<file path="src/rtl/vpa_pkg.sv">
`timescale 1ns / 1ps
// ----------------------------------------------------------------------------
// vpa_pkg
// Types, widths and constants shared by the vector pair angle block.
// ----------------------------------------------------------------------------
package vpa_pkg;

    localparam int COORD_BITS      = 16;
    localparam int ANGLE_FRAC_BITS = 13;
    localparam int ANGLE_BITS      = ANGLE_FRAC_BITS + 2;
    localparam int PROD_W          = 2 * COORD_BITS;
    localparam int MAG_W           = PROD_W + 1;
    localparam int NORM_W          = 31;
    localparam int WIDE_W          = MAG_W + NORM_W;
    localparam int LZ_STAGES       = $clog2(WIDE_W);
    localparam int CORDIC_STEPS    = 32;
    localparam int XY_W            = 34;
    localparam int Z_W             = 36;

    localparam logic [Z_W-1:0] QUARTER_PI_Q32 = Z_W'(64'd3373259426);
    localparam logic [Z_W-1:0] HALF_PI_Q32    = Z_W'(64'd6746518852);
    localparam logic [Z_W-1:0] PI_Q32         = Z_W'(64'd13493037705);

    typedef struct packed {
        logic signed [COORD_BITS-1:0] first_x;
        logic signed [COORD_BITS-1:0] first_y;
        logic signed [COORD_BITS-1:0] second_x;
        logic signed [COORD_BITS-1:0] second_y;
    } t_in;

    typedef struct packed {
        logic [ANGLE_BITS-1:0] angle_rad;
        logic                  zero_vector_error;
    } t_out;

    typedef struct packed {
        logic dneg;
        logic force_zero;
        logic err;
    } t_tag;

    typedef struct packed {
        t_tag             tag;
        logic [MAG_W-1:0] xm;
        logic [MAG_W-1:0] ym;
    } t_cls;

    // atan(2^-i) in Q0.32, alternating series in Q0.62, rounded half up
    function automatic logic [Z_W-1:0] atan_entry(input int i);
        longint          acc;
        longint unsigned num;
        longint unsigned den;
        longint unsigned rem;
        longint unsigned quo;
        int              e;
        int              k;
        int              b;
        acc = 0;
        if (i == 0) begin
            return QUARTER_PI_Q32;
        end
        for (k = 0; k < 64; k++) begin
            e = 62 - i * (2 * k + 1);
            if (e < 0) begin
                break;
            end
            num = 64'd1 << e;
            den = 64'(2 * k + 1);
            rem = 0;
            quo = 0;
            for (b = 63; b >= 0; b--) begin
                rem = {rem[62:0], num[b]};
                if (rem >= den) begin
                    rem    = rem - den;
                    quo[b] = 1'b1;
                end
            end
            if (k % 2 == 1) begin
                acc = acc - longint'(quo);
            end else begin
                acc = acc + longint'(quo);
            end
        end
        acc = (acc + (64'sd1 <<< 29)) >>> 30;
        return acc[Z_W-1:0];
    endfunction

endpackage

</file>
<file path="src/rtl/vpa_fifo.sv">
`timescale 1ns / 1ps
// ----------------------------------------------------------------------------
// vpa_fifo
// Two-entry queue between the classifier and the angle pipeline.
// ----------------------------------------------------------------------------
module vpa_fifo (
    input  logic            i_clk,
    input  logic            i_rst_n,
    input  logic            i_push,
    input  vpa_pkg::t_cls   i_data,
    input  logic            i_pop,
    output logic            o_full,
    output logic            o_empty,
    output vpa_pkg::t_cls   o_data
);

    vpa_pkg::t_cls  r_mem [2];
    logic           r_wp, r_rp;
    logic [1:0]     r_cnt;

    always_ff @(posedge i_clk) begin
        if (!i_rst_n) begin
            r_wp  <= 1'b0;
            r_rp  <= 1'b0;
            r_cnt <= 2'd0;
        end else begin
            if (i_push) begin
                r_wp <= ~r_wp;
            end
            if (i_pop) begin
                r_rp <= ~r_rp;
            end
            r_cnt <= r_cnt + 2'(i_push) - 2'(i_pop);
        end
    end

    always_ff @(posedge i_clk) begin
        if (i_push) begin
            r_mem[r_wp] <= i_data;
        end
    end

    assign o_full  = (r_cnt == 2'd2);
    assign o_empty = (r_cnt == 2'd0);
    assign o_data  = r_mem[r_rp];

endmodule

</file>
<file path="config.mk">
export PLATFORM = sky130hd
export DESIGN_NAME = vpa_fifo
export DESIGN_NICKNAME = d
export VERILOG_FILES = /design/src/rtl/vpa_pkg.sv /design/src/rtl/vpa_fifo.sv
export SDC_FILE = /design/constraint.sdc
export NUM_CORES = 1
export LEC_CHECK = 0
export BUFFER_PORTS_ARGS = -buffer_cell sky130_fd_sc_hd__buf_2
export CAP_MARGIN = 25
export CELL_PAD_IN_SITES_DETAIL_PLACEMENT = 1
export CELL_PAD_IN_SITES_GLOBAL_PLACEMENT = 1
export CORE_AREA = 2 2 143 131
export CTS_CLUSTER_DIAMETER = 60
export CTS_CLUSTER_SIZE = 30
export DETAILED_ROUTE_END_ITERATION = 8
export DIE_AREA = 0 0 145 133
export HOLD_SLACK_MARGIN = 0.05
export PLACE_DENSITY_LB_ADDON = 0.1
export SYNTH_ARGS = -nofsm -noshare
export SYNTH_HDL_FRONTEND = slang
export SYNTH_SLANG_ARGS = --single-unit
</file>
<file path="constraint.sdc">
create_clock -name i_clk -period 10.6 [get_ports i_clk]
set_input_delay 0.53 -clock i_clk [delete_from_list [all_inputs] [get_ports i_clk]]
set_output_delay 0.53 -clock i_clk [all_outputs]
set_load 0.01 [all_outputs]
</file>
==> Yosys cells after proc, flatten, opt, wreduce, memory -nomap -nowiden <==
Memories as Yosys holds them, arrays and structs flattened. A register that Yosys moved wholly into a read port is not among the register bits.
Cells that the tools add are included.
{ "op_classes": {"n_eq_ne": 1, "bitwise": 2, "mux": 4, "n_lt_le_gt_ge": 0, "add_sub_neg": 2, "n_shift": 0, "multipliers": 0, "div_mod_pow": 0, "reduce_logical": 1} }
{ "ops": {"columns": ["operator", "count"], "rows": [
  ["$mux 1", 4],
  ["$add 2x1->2", 1],
  ["$eq 2x2->1 const B", 1],
  ["$logic_not 2->1", 1],
  ["$not 1->1", 2],
  ["$sub 2x1->2", 1]
]} }
{ "totals": {"elab_cells": 14, "memories": 1, "ram_bits": 138, "mem_bits_ro": 0, "inputBits": 73, "out_inout_bits": 71, "ff_bits": 4, "latch_bits": 0} }
{ "mem_list": {"columns": ["name", "depth", "width", "read_ports", "rd_ports_with_merged_regs", "write_ports", "line_no", "text"], "rows": [
  ["r_mem", 2, 69, 1, 1, 1, "vpa_fifo.sv:17", "vpa_pkg::t_cls r_mem [2];"]
]} }

==> Longest topological paths before layout <==
{ "depth": {"word_depth": 3, "ltp_mapped": 6, "mapped_depth_nobuf": 6} }

==> Worst setup path after synthesis <==
No wires, ideal clock.
{ "synth_path": {"path_type": "input-to-reg", "start": "input i_push", "end": "memory r_mem[0][0] (netlist bit), enable pin", "path_stages": 1, "arrival_time_ns": 3.589, "n_path_buf": 0, "required_ns": 10.094, "setup_slack_ns": 6.506, "setup_ns": 0.506, "cell_sequence": "nor2b_1"} }
{ "synth_between": {"elab_chain_len": 2} }
{ "synth_lines": {"columns": ["item", "line_no", "text"], "rows": [
  ["start: declaration", "vpa_fifo.sv:9", "input logic i_push,"],
  ["$mux 1", "vpa_fifo.sv:38", "if (i_push) begin"],
  ["$mux 1 (implied by the code)", "vpa_fifo.sv:39", "r_mem[r_wp] <= i_data;"],
  ["end: declaration", "vpa_fifo.sv:17", null]
]} }
Every way passes these cells.

==> run metrics <==
CP Class=reg2out; cell chain of the critical path=buf_16 -> mux2_2 -> buf_2; Leak=2.59 nW; dpl hpwl=6.52 mm; Clock Sinks=143; total of max-cap violations=0; initial antenna violation count=2; area grow syn2layout=31.1%; Die ar.=19300 um^2; max-slew violation count=0; syn avg cell area=22.2 um^2; Period Utilization, post-route=22.8%; Worst Tran Pin Value=0.572 ns; CP max-delay cell=dfxtp_4; Critical Path Source Type=flip-flop; DRT iter0 DRCs=97; # IOs=144; total global routing overflow=0; Synth cell types=15; Placed Instance Area=6300 um^2; CP required=10.07 ns; CTS H-tree depth=4; Cell Rows=47; commonest non-fill, non-tap cell in the layout=buf_2; PD cells=201 nW/um^2; Seq/Total Area, Yosys=80.9%; core area=17900 um^2; gr usage total=11.2%; Synth Instances=236; DRC Markers=0; clk root buf=clkbuf_16; last weighted congestion value of the routability-driven placer=0.664; CTS tree=done; # nets final=469; worst vdd ir=0.122 mV; Post CTS Setup Buffer Count=0; complex-gate fraction of the synthesized area=0.143%; XOR/XNOR Fraction of Synth Area=0.596%; flops & latches, synth=143; most frequent cells in the layout=143 x buf_2, 138 x edfxtp_1, 59 x mux2_2; Pre-Repair DR Iteration Count=4; Max Root-Sink Buffers=2; CP endpoint=o_data[11]; Simple-Gate Fraction of Synth Area=1.03%; clk_lat worst skew=0.41 ns; Via Count=2708; Antenna Cells=0; vias in the first global route=2927; Min-Delay Path Class=in2reg; mux share of post-synthesis cell area=15.5%; vias per inst=4.16; DIE WIDTH=145 um; final core utilization=38.4%; worst path bufs/invs=2; Hold WS=0.303 ns; worst r2r dst=r_mem[0][48]; die height=133 um; status=finished, final reports clean; Worst slew margin=61.9%; area leader, netlist=edfxtp_1; Routed WL per cell=15.8 um; cts hold-fix bufs=0; crit-path max cell delay=0.61 ns; Worst path depth=3; Tmin final=2.42 ns; Setup Skew=0.00673 ns; syn nets=311; overall power=0.00138 W; Post-CTS Resized=0; Final Cell Area=6880 um^2; Critical Path Fanout Max=43; Largest delay share family, worst path=flip-flops; RSZ-0062 raised after global routing=false; highest clock rate=0.413 GHz; first-pass GRT wire length=16.2 mm; TNS Setup=0 ns; Reg-to-Reg Start=r_wp; R2R cell count=3; WP data arrival=1.89 ns; drt total wl=10.3 mm; r2r setup slk=8.74 ns; final setup violating endpoints=0; layout cells sized above 1=60.8%; post-route ant nets=0; largest net degree at the start of global routing=44; final hold vios=0; top cells by area, synth=edfxtp_1 79%, mux2_2 13%, mux2_4 2.9%, dfxtp_1 1.9%, and2_1 0.48%; Starting Density=29.3%; Port Buffers=143; top cell type's share of synthesized area=79.0%; Synth warnings=0; Clock transition at path regs=0.06 ns; Post-Syn Area=5250 um^2; adder-cell share of the synthesized area=0.477%; CP Capture Type=primary output; largest family of logic cells by synthesized area=multiplexers; Num CTS Buffers=17
==> worst reg2reg max path, stage by stage (launching register included) <==
cell	delay [ns]
dfxtp_1	0.34
nor2b_4	0.38
buf_12	0.25
buf_4	0.51
==> cell families (layout without fill, tap and decap cells) <==
family,Yosys count,after routing
muxes,69,69
DFF,143,143
buffers and inverters,10,180
xor gates and xnor gates,2,2
and+or+nand+nor,9,9
AOI/OAI and AO/OA,1,1
adders and majority gates,2,2
==> report_power, final <==
group | total (W) | switching (W) | internal, W
clock network | 0.000586 | 0.000221 | 0.000365
registers | 0.000665 | 0.0000114 | 0.000654
logic | 0.000134 | 0.0000657 | 0.0000685
total | 0.00138 | 0.000298 | 0.00109
==> how the worst min path moves through the flow <==
stage                          start            to  slack, ns  depth (start not counted)
final                     i_data[42]  r_mem[1][42]       0.30                          1
after global routing      i_data[24]  r_mem[1][24]       0.28                          1
after CTS                 i_data[48]  r_mem[1][48]       0.28                          1
after detailed placement        r_rp     flip-flop       0.56                          2
after global placement          r_rp     flip-flop       0.56                          2
after floorplan                 r_rp     flip-flop       0.55                          2
==> through the flow <==
stage | cells | setup WS, ns
after detailed placement | 620 | 8.32
after CTS | 651 | 8.08
after global routing | 651 | 8.03
after global placement | 617 | 7.96
after floorplan | 236 | 6.51
final | 651 | 8.18
==> area by class of cell <==
| type | instances | area (um^2) |
|---|---|---|
| sequential | 143 | 4250 |
| inverter | 2 | 7.51 |
| tap | 245 | 307 |
| fill | 1805 | 11100 |
| clock inverter | 13 | 148 |
| timing repair buffer | 147 | 798 |
| clock buffer | 18 | 429 |
| multi-input combinational | 83 | 942 |
==> registers in the layout, summed over array words and instances, names as in the netlist, named ones only <==
register,flops
r_wp,1
r_mem,138
r_rp,1
r_cnt,2
==> synth_stat cells (all sizes together) <==
cell type	number
dfxtp	5
ha	2
edfxtp	138
o21a	1
nor2b	4
xnor3	1
mux2	69
inv	2
xor2	1
and2	4
buf	8
nor2	1
==> layer usage <==
layer | GRT usage, % | routed length (um) | vias to the layer above
li1 | - | - | 1245
met1 | 13.9 | 4500 | 1356
met2 | 17.2 | 4810 | 91
met3 | 5.66 | 819 | 12
met4 | 3.63 | 120 | 4
met5 | 0 | 27 | -
Note: power is estimated with default switching activity, not from simulation.
