## src/rtl/vpa_pkg.sv

```systemverilog
`timescale 1ns / 1ps
// ----------------------------------------------------------------------------
// vpa_pkg
// Types, widths and constants shared by the vector pair angle block.
// ----------------------------------------------------------------------------
package vpa_pkg;

    localparam int COORD_BITS      = 16;
    localparam int ANGLE_FRAC_BITS = 13;
    localparam int ANGLE_BITS      = ANGLE_FRAC_BITS + 2;
    localparam int PROD_W          = 2 * COORD_BITS;
    localparam int MAG_W           = PROD_W + 1;
    localparam int NORM_W          = 31;
    localparam int WIDE_W          = MAG_W + NORM_W;
    localparam int LZ_STAGES       = $clog2(WIDE_W);
    localparam int CORDIC_STEPS    = 32;
    localparam int XY_W            = 34;
    localparam int Z_W             = 36;

    localparam logic [Z_W-1:0] QUARTER_PI_Q32 = Z_W'(64'd3373259426);
    localparam logic [Z_W-1:0] HALF_PI_Q32    = Z_W'(64'd6746518852);
    localparam logic [Z_W-1:0] PI_Q32         = Z_W'(64'd13493037705);

    typedef struct packed {
        logic signed [COORD_BITS-1:0] first_x;
        logic signed [COORD_BITS-1:0] first_y;
        logic signed [COORD_BITS-1:0] second_x;
        logic signed [COORD_BITS-1:0] second_y;
    } t_in;

    typedef struct packed {
        logic [ANGLE_BITS-1:0] angle_rad;
        logic                  zero_vector_error;
    } t_out;

    typedef struct packed {
        logic dneg;
        logic force_zero;
        logic err;
    } t_tag;

    typedef struct packed {
        t_tag             tag;
        logic [MAG_W-1:0] xm;
        logic [MAG_W-1:0] ym;
    } t_cls;

    // atan(2^-i) in Q0.32, alternating series in Q0.62, rounded half up
    function automatic logic [Z_W-1:0] atan_entry(input int i);
        longint          acc;
        longint unsigned num;
        longint unsigned den;
        longint unsigned rem;
        longint unsigned quo;
        int              e;
        int              k;
        int              b;
        acc = 0;
        if (i == 0) begin
            return QUARTER_PI_Q32;
        end
        for (k = 0; k < 64; k++) begin
            e = 62 - i * (2 * k + 1);
            if (e < 0) begin
                break;
            end
            num = 64'd1 << e;
            den = 64'(2 * k + 1);
            rem = 0;
            quo = 0;
            for (b = 63; b >= 0; b--) begin
                rem = {rem[62:0], num[b]};
                if (rem >= den) begin
                    rem    = rem - den;
                    quo[b] = 1'b1;
                end
            end
            if (k % 2 == 1) begin
                acc = acc - longint'(quo);
            end else begin
                acc = acc + longint'(quo);
            end
        end
        acc = (acc + (64'sd1 <<< 29)) >>> 30;
        return acc[Z_W-1:0];
    endfunction

endpackage

```

## src/rtl/vpa_front.sv

```systemverilog
`timescale 1ns / 1ps
// ----------------------------------------------------------------------------
// vpa_front
// Takes vector pairs, forms dot and cross products, classifies each beat.
// ----------------------------------------------------------------------------
module vpa_front (
    input  logic            i_clk,
    input  logic            i_rst_n,
    input  logic            i_accept,
    input  logic            i_en,
    input  vpa_pkg::t_in    i_in,
    output logic            o_push,
    output vpa_pkg::t_cls   o_cls
);

    logic                                 r_v1, r_v2, r_v3;
    vpa_pkg::t_in                         r_in;
    logic                                 r_err2;
    logic signed [vpa_pkg::PROD_W-1:0]    r_p_xx, r_p_yy, r_p_xy, r_p_yx;
    vpa_pkg::t_cls                        r_cls;

    logic                                 n_err;
    logic signed [vpa_pkg::MAG_W-1:0]     n_dot, n_cross;
    logic [vpa_pkg::MAG_W-1:0]            n_xm, n_ym;

    always_comb begin
        n_err = ((r_in.first_x == '0) && (r_in.first_y == '0)) ||
                ((r_in.second_x == '0) && (r_in.second_y == '0));
        n_dot   = vpa_pkg::MAG_W'(r_p_xx) + vpa_pkg::MAG_W'(r_p_yy);
        n_cross = vpa_pkg::MAG_W'(r_p_xy) - vpa_pkg::MAG_W'(r_p_yx);
        n_xm    = n_dot[vpa_pkg::MAG_W-1] ? vpa_pkg::MAG_W'(-n_dot) : vpa_pkg::MAG_W'(n_dot);
        n_ym    = n_cross[vpa_pkg::MAG_W-1] ? vpa_pkg::MAG_W'(-n_cross)
                                            : vpa_pkg::MAG_W'(n_cross);
    end

    always_ff @(posedge i_clk) begin
        if (!i_rst_n) begin
            r_v1 <= 1'b0;
            r_v2 <= 1'b0;
            r_v3 <= 1'b0;
        end else if (i_en) begin
            r_v1 <= i_accept;
            r_v2 <= r_v1;
            r_v3 <= r_v2;
        end
    end

    always_ff @(posedge i_clk) begin
        if (i_en) begin
            if (i_accept) begin
                r_in <= i_in;
            end
            r_err2 <= n_err;
            r_p_xx <= r_in.first_x * r_in.second_x;
            r_p_yy <= r_in.first_y * r_in.second_y;
            r_p_xy <= r_in.first_x * r_in.second_y;
            r_p_yx <= r_in.first_y * r_in.second_x;
            r_cls.tag.err        <= r_err2;
            r_cls.tag.dneg       <= n_dot[vpa_pkg::MAG_W-1];
            r_cls.tag.force_zero <= r_err2 || ((n_xm == '0) && (n_ym == '0));
            r_cls.xm             <= n_xm;
            r_cls.ym             <= n_ym;
        end
    end

    assign o_push = r_v3 && i_en;
    assign o_cls  = r_cls;

endmodule

```

## config.mk

```make
export PLATFORM = sky130hd
export DESIGN_NAME = vpa_front
export DESIGN_NICKNAME = d
export VERILOG_FILES = /design/src/rtl/vpa_pkg.sv /design/src/rtl/vpa_front.sv
export SDC_FILE = /design/constraint.sdc
export NUM_CORES = 2
export LEC_CHECK = 0
export ABC_AREA = 1
export ABC_CLOCK_PERIOD_IN_PS = 13900
export BUFFER_PORTS_ARGS = -buffer_cell sky130_fd_sc_hd__buf_2
export CAP_MARGIN = 30
export CORE_ASPECT_RATIO = 2
export CORE_UTILIZATION = 47
export DETAILED_ROUTE_END_ITERATION = 10
export PLACE_DENSITY = 0.61
export REMOVE_ABC_BUFFERS = 1
export SLEW_MARGIN = 40
export SYNTH_ARGS = -nofsm -noshare
export SYNTH_HDL_FRONTEND = slang
export SYNTH_SLANG_ARGS = --single-unit
```

## constraint.sdc

```tcl
create_clock -name i_clk -period 13.9 [get_ports i_clk]
set_input_delay 1.39 -clock i_clk [delete_from_list [all_inputs] [get_ports i_clk]]
set_output_delay 1.39 -clock i_clk [all_outputs]
set_load 0.05 [all_outputs]
```

**Yosys cells after proc, flatten, opt, wreduce, memory -nomap -nowiden**

Index checks and enable logic that the tools add are counted.

- Output and inout bits: 70
- Word-level logic and storage cells: 40
- Bits of input ports: 68
- Register bits after elaboration: 265

- Mux-type cells: 2
- Add/sub/neg operators: 4
- Multipliers: 4
- Reduce and logical (&&, ||, !) cells: 13

Operator list:

| kind | number |
|---|---|
| multiplier 16 x 16 -> 32 bit | 4 |
| zero test 33 bit | 2 |
| 2-to-1 mux 33 bit | 2 |
| negator 33 bit | 2 |
| zero test 16 bit | 4 |
| adder 32 x 32 -> 33 bit | 1 |
| subtractor 32 x 32 -> 33 bit | 1 |
| logical AND 1 bit | 4 |
| logical OR 1 bit | 2 |
| AND reduction 2 bit | 1 |

**Logic depth before layout (Yosys ltp)**

- Depth after elaboration: 6
- Mapped depth: 30
- Gate-level depth less buffers: 28

**Worst setup path after synthesis**

Ideal clock, no wire load.

- Path type: reg-to-reg
- Start point: reg r_in[63] in the netlist's numbering
- End point: reg r_p_xy[31] in the netlist's numbering, data pin
- Stages on the path, launching flop included: 22
- Library setup time: 0.262 ns
- Data required time: 13.638 ns
- Period minus slack after synthesis: 6.040 ns
- Path slack: 7.860 ns
- Arrival: 5.778 ns
- Path through: edfxtp_1 > clkbuf_1 > clkbuf_1 > nand2_1 > inv_1 > fa_1 > fa_1 > inv_1 > fa_1 > inv_1 > fa_1 > fa_1 > fa_1 > ha_1 > nand2_1 > nor4_1 > nand3_1 > nand3_1 > a31oi_1 > o21ai_0 > a21oi_1 > xor2_1

- Word-level cells in the longest chain between the ends: 1

Ends and longest elaborated chain:

| what | line | RTL |
|---|---|---|
| start: declaration | vpa_front.sv:17 | `vpa_pkg::t_in r_in;` |
| start signal: assignment | vpa_front.sv:51 | `r_in <= i_in;` |
| multiplier 16 x 16 -> 32 bit | vpa_front.sv:56 | `r_p_xy <= r_in.first_x * r_in.second_y;` |
| end signal: assignment | vpa_front.sv:56 |  |
| end: declaration | vpa_front.sv:19 | `logic signed [vpa_pkg::PROD_W-1:0] r_p_xx, r_p_yy, r_p_xy, r_p_yx;` |

Every way passes these cells.
A chain may end at the register's enable or synchronous reset.

**Final worst setup path**

- Start point: reg r_in[31] in the netlist's numbering
- End point: reg r_p_yx[30] in the netlist's numbering, data pin

- Word-level cells in the longest chain between the ends: 1

Ends and longest elaborated chain:

| what | line | RTL |
|---|---|---|
| multiplier 16 x 16 -> 32 bit | vpa_front.sv:57 | `r_p_yx <= r_in.first_y * r_in.second_x;` |
| end signal: assignment | vpa_front.sv:57 |  |
| end: declaration | vpa_front.sv:19 |  |

Every way passes these cells.

==> results.md <==
- Htree depth: 2
- Post-route setup TNS: 0 ns
- Via Count: 43,490
- Synth area leaders: fa_1 (38%), edfxtp_1 (14%), inv_1 (14%)
- Setup CP Type: flop to flop
- Final Skew: 0.02468 ns
- Postcts setup bufs: 0
- Residual DRC: 0
- Max Cap Viol: 0
- Post-CTS Hold Fix Bufs: 0
- Clk root buf: clkbuf_16
- Row count: approximately 180
- Vias in the first global route: roughly 47,000
- Post-DRT Antenna Nets: 0
- Seq cells post-synth: 265
- GP Congestion: roughly 0.94
- Max Fclk: around 150 MHz
- Cell Area, Synth: 55,880 µm²
- PostCTS Resize Cnt: 0
- Status: completed
- Starting density of the core: 0.4743
- Cell taking the most area after synthesis: fa_1
- Yosys warns: 0
- Initial drt markers: 2,406
- Final Cycle Share: 0.4929
- Non-Filler Instances: 8,514
- Clock buffer depth: 3
- Synth Flop Type: edfxtp_1
- Ports: ~140
- Die area: 120,400 µm²
- Routed vias/inst: 5.107
- Number of synthesized flops with an enable pin: 262
- Synth Instances: about 7,000
- Count of pins over their slew limit: 0
- Die Wd: 245.8 µm
- TritonRoute pass-1 iters: 6
- Placed Instances: 8,449
- Post-layout util: 0.5025
- Data required, critical path: 14.26 ns
- Register area share after synthesis: 0.1419
- Setup-failing EPs final: 0
- Sink Count: 265
- Yosys top cell area share: 0.3762
- Hold Path Class: flop to flop
- Gr ovfl total: 0
- Initial antenna violation count: 3
- Die Y: 489.6 µm
- Avg Cell Area, Syn: approximately 8.0 µm²
- First-pass GRT wire length: 258,600 µm
- Final hold vios: 0
- Synth-to-Final Area Change: 5.940%
- Post-synth cell types: 51
- Clock slew at reported path FFs: roughly 0.07 ns
- HPWL Detailed: 133,200 µm
- Max-slew headroom at the worst pin: 0.4806
- CP max FO: 15
- Input/output buffers: 137
- Share of cells above drive strength 1: 0.04942
- Synth async-reset ratio: 0
- Setup crit start kind: flop
- Crit end category: flop
- Synth cell count leaders: inv_1 (2,014), nand2_1 (1,837), fa_1 (1,050)
- CP arrival: 7.21 ns
- Routed wire length: 166,000 µm
- Gr usage total: 0.2874
- RSZ-0062 raised after global routing: no
- Actual slew at the worst max-slew pin: 0.7792 ns
- CTS tree: yes
- Most common cell in the synthesized netlist: inv_1
- Largest net degree at the start of global routing: between 70 and 80
- Cts bufs inserted: 34
- Final-stage net count: 8,467
- Avg WL per Cell: slightly below 20 µm
- Clk Latency, worst-skew pair: roughly 0.63 ns
- Period minus WS final: between 6 and 7 ns
- Core area: 117,800 µm²
==> logic make-up (layout without fill, tap and decap cells) <==
group | count (synthesis) | in the layout | share of synthesized area
simple gates | 2468 | 2468 | 0.1788
buf+inv | 2284 | 2292 | 0.1543
fa+ha+maj | 1444 | 1444 | 0.4644
compound gates | 342 | 342 | 0.03403
flops | 265 | 265 | 0.1419
xor+xnor | 170 | 170 | 0.02664
other cells | 0 | 3 | 0
==> critical path, cell delays in order (launching register included) <==
cell and delay, ns:
edfxtp_1 0.58, clkinv_1 0.65, buf_4 0.45, nor2_1 0.14, fa_1 0.44, fa_1 0.46, fa_1 0.55, fa_1 0.46
fa_1 0.49, inv_1 0.05, fa_1 0.47, inv_1 0.04, ha_1 0.50, nand2_1 0.16, o21ai_0 0.18, a21oi_1 0.09
o31ai_1 0.50, a31oi_1 0.18, xnor2_1 0.17
==> worst paths after layout <==
| kind | startpoint | endpoint | slack, ns | cells past startpoint |
|---|---|---|---|---|
| max | r_in[31] | r_p_yx[30] | 7.05 | 18 |
| min | r_err2 | o_cls[66] | 0.47 | 0 |
| max reg2reg | r_in[31] | r_p_yx[30] | 7.05 | 18 |
| min reg2reg | r_err2 | o_cls[66] | 0.47 | 0 |
==> routing by layer <==
layer  global-route usage  part of all wire  vias to the layer above
met5                    0          0.000078                        -
met4               0.2467              0.10                        2
met3              0.03253             0.039                      524
met2               0.5271              0.52                     1209
met1               0.2854              0.33                    21630
li1                     -                 -                    20120
==> cell type report <==
type	count	area, µm²
diodes	3	7.507
clock buffers	37	872.1
clock inverters	25	327.8
fillers	11530	58610
inverters	2024	7597
multi-input cells	4424	39340
flip-flops and latches	265	7928
well taps	1530	1914
repair buffers	206	1220
==> metrics by stage <==
| stage | hold WS (ns) | cell area (µm²) | setup slack (ns) |
|---|---|---|---|
| final | 0.4731 | 59200 | 7.048 |
| after global routing | 0.4875 | 59200 | 6.759 |
| after CTS | 0.4727 | 59190 | 7.210 |
| after detailed placement | 0.4586 | 57990 | 7.229 |
| after global placement | 0.4458 | 57980 | 7.347 |
| after floorplan | 0.4264 | 54860 | 7.739 |
==> registers in the layout, indices dropped and copies added (netlist names) <==
signal,cells
r_v2,1
r_p_yx,32
r_p_xy,32
r_err2,1
r_p_xx,32
r_in,64
r_p_yy,32
r_v1,1
r_v3,1
o_cls,69
==> cell usage in the layout, fill, tap and decap left out, drive strengths merged, types with 30 or more instances in the layout <==
| master | instances |
|---|---|
| edfxtp | 262 |
| a21oi | 179 |
| xnor2 | 70 |
| buf | 205 |
| nor2 | 288 |
| nand2 | 1874 |
| fa | 1050 |
| xor2 | 100 |
| nand4 | 30 |
| ha | 394 |
| nand3 | 206 |
| inv | 2033 |
| clkbuf | 38 |
| o21ai | 92 |
Power is left out: the tool's default activity adds up to more than one toggle a clock period on the data nets, which glitch-free logic cannot reach.
