<file path="src/rtl/vpa_pkg.sv">
`timescale 1ns / 1ps
// ----------------------------------------------------------------------------
// vpa_pkg
// Types, widths and constants shared by the vector pair angle block.
// ----------------------------------------------------------------------------
package vpa_pkg;

    localparam int COORD_BITS      = 16;
    localparam int ANGLE_FRAC_BITS = 13;
    localparam int ANGLE_BITS      = ANGLE_FRAC_BITS + 2;
    localparam int PROD_W          = 2 * COORD_BITS;
    localparam int MAG_W           = PROD_W + 1;
    localparam int NORM_W          = 31;
    localparam int WIDE_W          = MAG_W + NORM_W;
    localparam int LZ_STAGES       = $clog2(WIDE_W);
    localparam int CORDIC_STEPS    = 32;
    localparam int XY_W            = 34;
    localparam int Z_W             = 36;

    localparam logic [Z_W-1:0] QUARTER_PI_Q32 = Z_W'(64'd3373259426);
    localparam logic [Z_W-1:0] HALF_PI_Q32    = Z_W'(64'd6746518852);
    localparam logic [Z_W-1:0] PI_Q32         = Z_W'(64'd13493037705);

    typedef struct packed {
        logic signed [COORD_BITS-1:0] first_x;
        logic signed [COORD_BITS-1:0] first_y;
        logic signed [COORD_BITS-1:0] second_x;
        logic signed [COORD_BITS-1:0] second_y;
    } t_in;

    typedef struct packed {
        logic [ANGLE_BITS-1:0] angle_rad;
        logic                  zero_vector_error;
    } t_out;

    typedef struct packed {
        logic dneg;
        logic force_zero;
        logic err;
    } t_tag;

    typedef struct packed {
        t_tag             tag;
        logic [MAG_W-1:0] xm;
        logic [MAG_W-1:0] ym;
    } t_cls;

    // atan(2^-i) in Q0.32, alternating series in Q0.62, rounded half up
    function automatic logic [Z_W-1:0] atan_entry(input int i);
        longint          acc;
        longint unsigned num;
        longint unsigned den;
        longint unsigned rem;
        longint unsigned quo;
        int              e;
        int              k;
        int              b;
        acc = 0;
        if (i == 0) begin
            return QUARTER_PI_Q32;
        end
        for (k = 0; k < 64; k++) begin
            e = 62 - i * (2 * k + 1);
            if (e < 0) begin
                break;
            end
            num = 64'd1 << e;
            den = 64'(2 * k + 1);
            rem = 0;
            quo = 0;
            for (b = 63; b >= 0; b--) begin
                rem = {rem[62:0], num[b]};
                if (rem >= den) begin
                    rem    = rem - den;
                    quo[b] = 1'b1;
                end
            end
            if (k % 2 == 1) begin
                acc = acc - longint'(quo);
            end else begin
                acc = acc + longint'(quo);
            end
        end
        acc = (acc + (64'sd1 <<< 29)) >>> 30;
        return acc[Z_W-1:0];
    endfunction

endpackage

</file>
<file path="src/rtl/vpa_norm.sv">
`timescale 1ns / 1ps
// ----------------------------------------------------------------------------
// vpa_norm
// Pipelined normalizer: puts max(|dot|, |cross|) into [2^30, 2^31).
// ----------------------------------------------------------------------------
module vpa_norm (
    input  logic                         i_clk,
    input  logic                         i_rst_n,
    input  logic                         i_valid,
    input  vpa_pkg::t_cls                i_cls,
    output logic                         o_valid,
    output vpa_pkg::t_tag                o_tag,
    output logic [vpa_pkg::NORM_W-1:0]   o_x,
    output logic [vpa_pkg::NORM_W-1:0]   o_y
);

    localparam int W = vpa_pkg::WIDE_W;
    localparam int S = vpa_pkg::LZ_STAGES;

    logic                 r_v   [S+1];
    vpa_pkg::t_tag        r_tag [S+1];
    logic [W-1:0]         r_x   [S+1];
    logic [W-1:0]         r_y   [S+1];
    logic [W-1:0]         r_m   [S+1];

    always_ff @(posedge i_clk) begin
        if (!i_rst_n) begin
            r_v[0] <= 1'b0;
        end else begin
            r_v[0] <= i_valid;
        end
    end

    always_ff @(posedge i_clk) begin
        r_tag[0] <= i_cls.tag;
        r_x[0]   <= {i_cls.xm, {vpa_pkg::NORM_W{1'b0}}};
        r_y[0]   <= {i_cls.ym, {vpa_pkg::NORM_W{1'b0}}};
        r_m[0]   <= (i_cls.xm > i_cls.ym) ? {i_cls.xm, {vpa_pkg::NORM_W{1'b0}}}
                                          : {i_cls.ym, {vpa_pkg::NORM_W{1'b0}}};
    end

    for (genvar k = 0; k < S; k++) begin : g_stage
        localparam int SH = 1 << (S - 1 - k);
        logic n_sh;
        assign n_sh = (r_m[k][W-1 -: SH] == '0);

        always_ff @(posedge i_clk) begin
            if (!i_rst_n) begin
                r_v[k+1] <= 1'b0;
            end else begin
                r_v[k+1] <= r_v[k];
            end
        end

        always_ff @(posedge i_clk) begin
            r_tag[k+1] <= r_tag[k];
            r_x[k+1]   <= n_sh ? (r_x[k] << SH) : r_x[k];
            r_y[k+1]   <= n_sh ? (r_y[k] << SH) : r_y[k];
            r_m[k+1]   <= n_sh ? (r_m[k] << SH) : r_m[k];
        end
    end

    assign o_valid = r_v[S];
    assign o_tag   = r_tag[S];
    assign o_x     = r_x[S][W-1 -: vpa_pkg::NORM_W];
    assign o_y     = r_y[S][W-1 -: vpa_pkg::NORM_W];

endmodule

</file>
<file path="config.mk">
export PLATFORM = sky130hd
export DESIGN_NAME = vpa_norm
export DESIGN_NICKNAME = d
export VERILOG_FILES = /design/src/rtl/vpa_pkg.sv /design/src/rtl/vpa_norm.sv
export SDC_FILE = /design/constraint.sdc
export NUM_CORES = 1
export LEC_CHECK = 0
export ABC_AREA = 1
export BUFFER_PORTS_ARGS = -buffer_cell sky130_fd_sc_hd__buf_2
export CAP_MARGIN = 20
export CORE_UTILIZATION = 56
export CTS_CLUSTER_SIZE = 12
export DETAILED_ROUTE_END_ITERATION = 12
export GPL_ROUTABILITY_DRIVEN = 1
export PLACE_DENSITY = 0.71
export RECOVER_POWER = 100
export SYNTH_ARGS = -nofsm -noshare
export SYNTH_HDL_FRONTEND = slang
export SYNTH_SLANG_ARGS = --single-unit
</file>
<file path="constraint.sdc">
create_clock -name i_clk -period 1.85 [get_ports i_clk]
set_input_delay 0.2775 -clock i_clk [delete_from_list [all_inputs] [get_ports i_clk]]
set_output_delay 0.2775 -clock i_clk [all_outputs]
set_load 0.01 [all_outputs]
</file>
Word level (Yosys, flattened, before mapping)
Memory sizes are Yosys's and may differ from the RTL's.
Index checks and enable logic that the tools add are counted.
{"block": "word_totals", "mem_count": 5, "regBits": 0, "wordCells": 46, "out_inout_bits": 66, "mem_bits_rw": 1372}
{"block": "classes", "n_mux": 28, "n_lt_le_gt_ge": 1, "bitwise": 7, "n_reduce_logical": 5}
{"memory": "r_m", "words": 7, "width": 64, "rd": 6, "rd_ports_with_merged_regs": 0, "write_ports": 7, "line": "vpa_norm.sv:24", "rtl": "logic [W-1:0] r_m [S+1];"}
{"memory": "r_x", "words": 7, "width": 64, "rd": 7, "rd_ports_with_merged_regs": 0, "write_ports": 7, "line": "vpa_norm.sv:22", "rtl": "logic [W-1:0] r_x [S+1];"}
{"memory": "r_y", "words": 7, "width": 64, "rd": 7, "rd_ports_with_merged_regs": 0, "write_ports": 7, "line": "vpa_norm.sv:23", "rtl": "logic [W-1:0] r_y [S+1];"}
{"memory": "r_tag", "words": 7, "width": 3, "rd": 7, "rd_ports_with_merged_regs": 0, "write_ports": 7, "line": "vpa_norm.sv:21", "rtl": "vpa_pkg::t_tag r_tag [S+1];"}
{"memory": "r_v", "words": 7, "width": 1, "rd": 7, "rd_ports_with_merged_regs": 0, "write_ports": 7, "line": "vpa_norm.sv:20", "rtl": "logic r_v [S+1];"}
{"cell": "two-way mux 64 bit", "n": 19}
{"cell": "> comparator 33 bit", "n": 1}
{"cell": "logical NOT 32 bit", "n": 1}
{"cell": "logical NOT 16 bit", "n": 1}
{"cell": "two-way mux 1 bit", "n": 9}
{"cell": "logical NOT 8 bit", "n": 1}
{"cell": "bitwise OR 1 bit", "n": 7}
{"cell": "logical NOT 4 bit", "n": 1}
{"cell": "logical NOT 2 bit", "n": 1}

Logic depth before layout (Yosys ltp)
{"block": "depth", "depth_word": 2, "ltp_mapped": 16, "ltp_nobuf": 15}

Worst setup path before layout
OpenSTA, ideal clock, no wires.
{"block": "synth_path", "kind": "input port to flip-flop", "start": "in i_cls[2] in the netlist's numbering", "end": "mem r_m[0][33] in the netlist's numbering", "setup_ns": 0.112, "path_slack_ns": 0.187, "arrival_time_ns": 1.551, "path_stages": 13, "path_buffers": 1, "cell_sequence": "inv_1 -> ha_1 -> nand2_1 -> or2_2 -> nor2_1 -> nand3_1 -> nand2_1 -> nor2_1 -> nand2_4 -> nand2_4 -> buf_6 -> nand2_1 -> nand2_1"}
{"element": "from (decl)", "line": "vpa_norm.sv:10", "rtl": "input vpa_pkg::t_cls i_cls,"}
{"element": "to (decl)", "line": "vpa_norm.sv:24"}

==> results by group <==
Final layout
  – Fillers: 2439
  – Antenna cells: 0
  – Multi-input gate area: 4650 um2
  – Synth-to-Final Area Change: 20.9%
  – Final instance area: 21200 um2
  – Fin util: 69.2%
  – Final Non-Filler Cells: 2627
  – Register area: 11500 um2
  – Proportion of layout cells with a drive suffix above 1: 9.46%
  – NumNets Final: 2319

GRT
  – Pin count of the biggest net entering global routing: 67
  – First-pass GRT wire length: 55700 um
  – GRT Total Usage: 21.9%
  – Vias in the first global route: 11778
  – Initial antenna violation count: 0
  – Grt ovf: 0

Clock network
  – Worst-path clk slew: 0.06 ns
  – TritonCTS buffer count: 55
  – Clock Tree Root: clkbuf_16
  – CTS max path bufs: 3
  – CTS tree: done
  – H-tree depth: 2
  – Clk_lat worst skew: 0.57 ns
  – Clock Sinks: 574

Yosys
  – EDFF count, synth: 0
  – Fraction of registers with async set/reset: 0%
  – Seq/Total Area, Yosys: 65.5%
  – Syn Nets: 2062
  – Synth warn: 0
  – Synth area leader: dfxtp_1
  – Average size of a mapped cell: 8.96 um2
  – Most numerous cell in the Yosys netlist: dfxtp_1
  – Syn Inst Count: 1957
  – Synth area leaders: dfxtp_1 66%, nand2_1 9.8%, inv_1 5.9%
  – Main synth FF type: dfxtp_1
  – Mapped cell area: 17500 um2
  – Distinct cells, synth: 28
  – Most common library cells after synthesis: 574 x dfxtp_1, 456 x nand2_1, 274 x inv_1, 207 x nor2_1, 143 x o21ai_0
  – Yosys reg bits: 574
  – Area share of the largest cell type after synthesis: 65.5%

Floorplan
  – Die area: 32000 um2
  – Num rows: 64
  – Die width: 179 um
  – Core Area: 30700 um2
  – Num ports: 138
  – Die height: 179 um
  – Initial Util: 57.2%

Drt
  – 1st-pass router iterations: 5
  – Remaining antenna violation count after routing: 0
  – Total Wirelength: 35800 um
  – Routed via count: 12321
  – Wire per inst: 13.6 um
  – Post-route DRC: 0
  – Vias per inst: 4.69
  – Initial DRC Count: 735

STA
  – Final setup viols: 20
  – Final TNS setup: -0.337 ns
  – Fin Hold WS: 0.301 ns
  – Minimum clock period: 1.88 ns
  – Crit path setup slack, layout: -0.0340 ns
  – Worst slew margin: 38.0%
  – Worst-margin pin slew: 0.929 ns
  – Hold Violations, Final: 0
  – Slew Limit Fails: 0
  – Skew final: 0.0186 ns
  – Max Clock Freq: 531 MHz
  – Period utilisation layout: 102%

Critical path
  – Worst r2r src: r_m[0][57]$_DFF_P_
  – Critical path class: input pin to flop
  – FF-to-FF End: r_x[1][61]$_SDFF_PP0_
  – Setup crit start kind: input pin
  – Crit path max fanout: 16
  – Worst R2R Path Depth: 6
  – CP Data Required Time: 2.29 ns
  – CP Capture Type: flop
  – Reg2reg setup slack: 0.07 ns
  – Arrival @ worst endpoint: 2.33 ns

Place
  – DP Wirelength: 23800 um
  – Area after DPL: 19100 um2
  – Inst Count DP: 2472
  – DP Worst Slack: -0.256 ns
  – RD Place Congestion: 0.882
  – I/O Buffers: 137

Power and ir drop
  – Power Dens Cells: 1290 nW/um2
  – Final Power: 27.4 mW
  – Worst vdd ir: 769 uV
  – Pleak: 10.4 nW

Run status
  – Status: finished, violations left
  – Failing checks: setup timing

Worst hold path
  – Cells on Worst Hold Path: 3
  – Hold Crit Start: i_cls[0]
  – Hold endpoint: r_y[0][31]$_DFF_P_
  – Worst Hold Class: input pin to flop

Flow run
  – Max-cap violations: 0
[worst max path at each step]
stage | endpoint | startpoint | slack, ns | cells after the start
floorplan | r_m[0][33]$_DFF_P_ | i_cls[2] | 0.19 | 13
global placement | r_m[0][47]$_DFF_P_ | i_cls[28] | -0.14 | 14
detailed placement | r_m[0][62]$_DFF_P_ | i_cls[8] | -0.26 | 11
CTS | r_m[0][62]$_DFF_P_ | i_cls[54] | 0.006 | 14
global route | r_m[0][47]$_DFF_P_ | i_cls[9] | -0.12 | 13
finish | r_m[0][41]$_DFF_P_ | i_cls[9] | -0.03 | 13
[layer usage]
layer  GRT usage [%]  vias to the layer above  wire, um
met5               0                        -         0
met4            10.3                        0      1590
met3            3.67                      108      1860
met2            37.3                      385     16700
met1            27.1                     5406     15700
li1                -                     6422         -
[worst max-delay path, stage by stage]
cell           delay (ns)
dlygate4sd3_1        0.53
buf_2                0.12
inv_1                0.04
ha_1                 0.27
nand3_1              0.13
nor2_2               0.21
nand3_2              0.11
nand2_2              0.12
nor2_4               0.06
nand2_8              0.17
nand2_8              0.12
nand2_1              0.10
nand2_1              0.06
[state kept, by name, summed over array words and instances, names as in the netlist]
name / cells
r_y: 228
r_m: 90
r_v: 7
r_x: 228
r_tag: 21
[logic make-up after synthesis]
family,Yosys count,share of synthesized area [%]
adders and majority gates,33,2.35
AOI/OAI and AO/OA,235,6.84
DFF,574,65.5
muxes,6,0.385
and+or+nand+nor,724,16.3
buffers and inverters,385,8.60
[layout by cell type, fill, tap and decap left out, types with 2 or more instances in the layout]
cell type,count
nor2_4,2
a21oi_1,72
ha_1,31
inv_1,273
nand2_8,3
inv_2,2
clkbuf_8,6
nor2_2,5
nand3b_1,2
buf_2,62
a21o_1,8
dfxtp_1,573
dlygate4sd3_1,71
buf_4,18
nand4_1,7
clkbuf_16,59
nand2_1,452
ha_4,2
o21ai_0,151
nand3_1,37
buf_12,5
clkbuf_1,130
o21ai_1,2
clkbuf_2,7
clkbuf_4,17
nand2_2,4
nor4_1,6
mux2_2,6
nor2_1,202
[final cells by class]
type / count / area share [%]
tap: 396 / 2.34
clock buffer: 71 / 7.16
clock inverter: 3 / 0.159
inverter: 275 / 4.87
multi-input combinational: 1000 / 21.9
sequential: 574 / 54.2
timing repair buffer: 308 / 9.36
[power breakdown]
group          total [mW]  switching (mW)  internal (mW)  leakage [nW]
clock                9.77            4.12           5.65         0.759
combinational        3.02            1.85           1.18          4.80
sequential           14.6           0.583           14.0          4.84
[timing repair]
item	CTS	global route
endpoints found under the setup margin	0	33
setup buffers	0	4
endpoints found under the hold margin	79	0
hold buffers	73	0
gates resized for setup	0	23
Note: power is estimated with default switching activity, not from simulation.
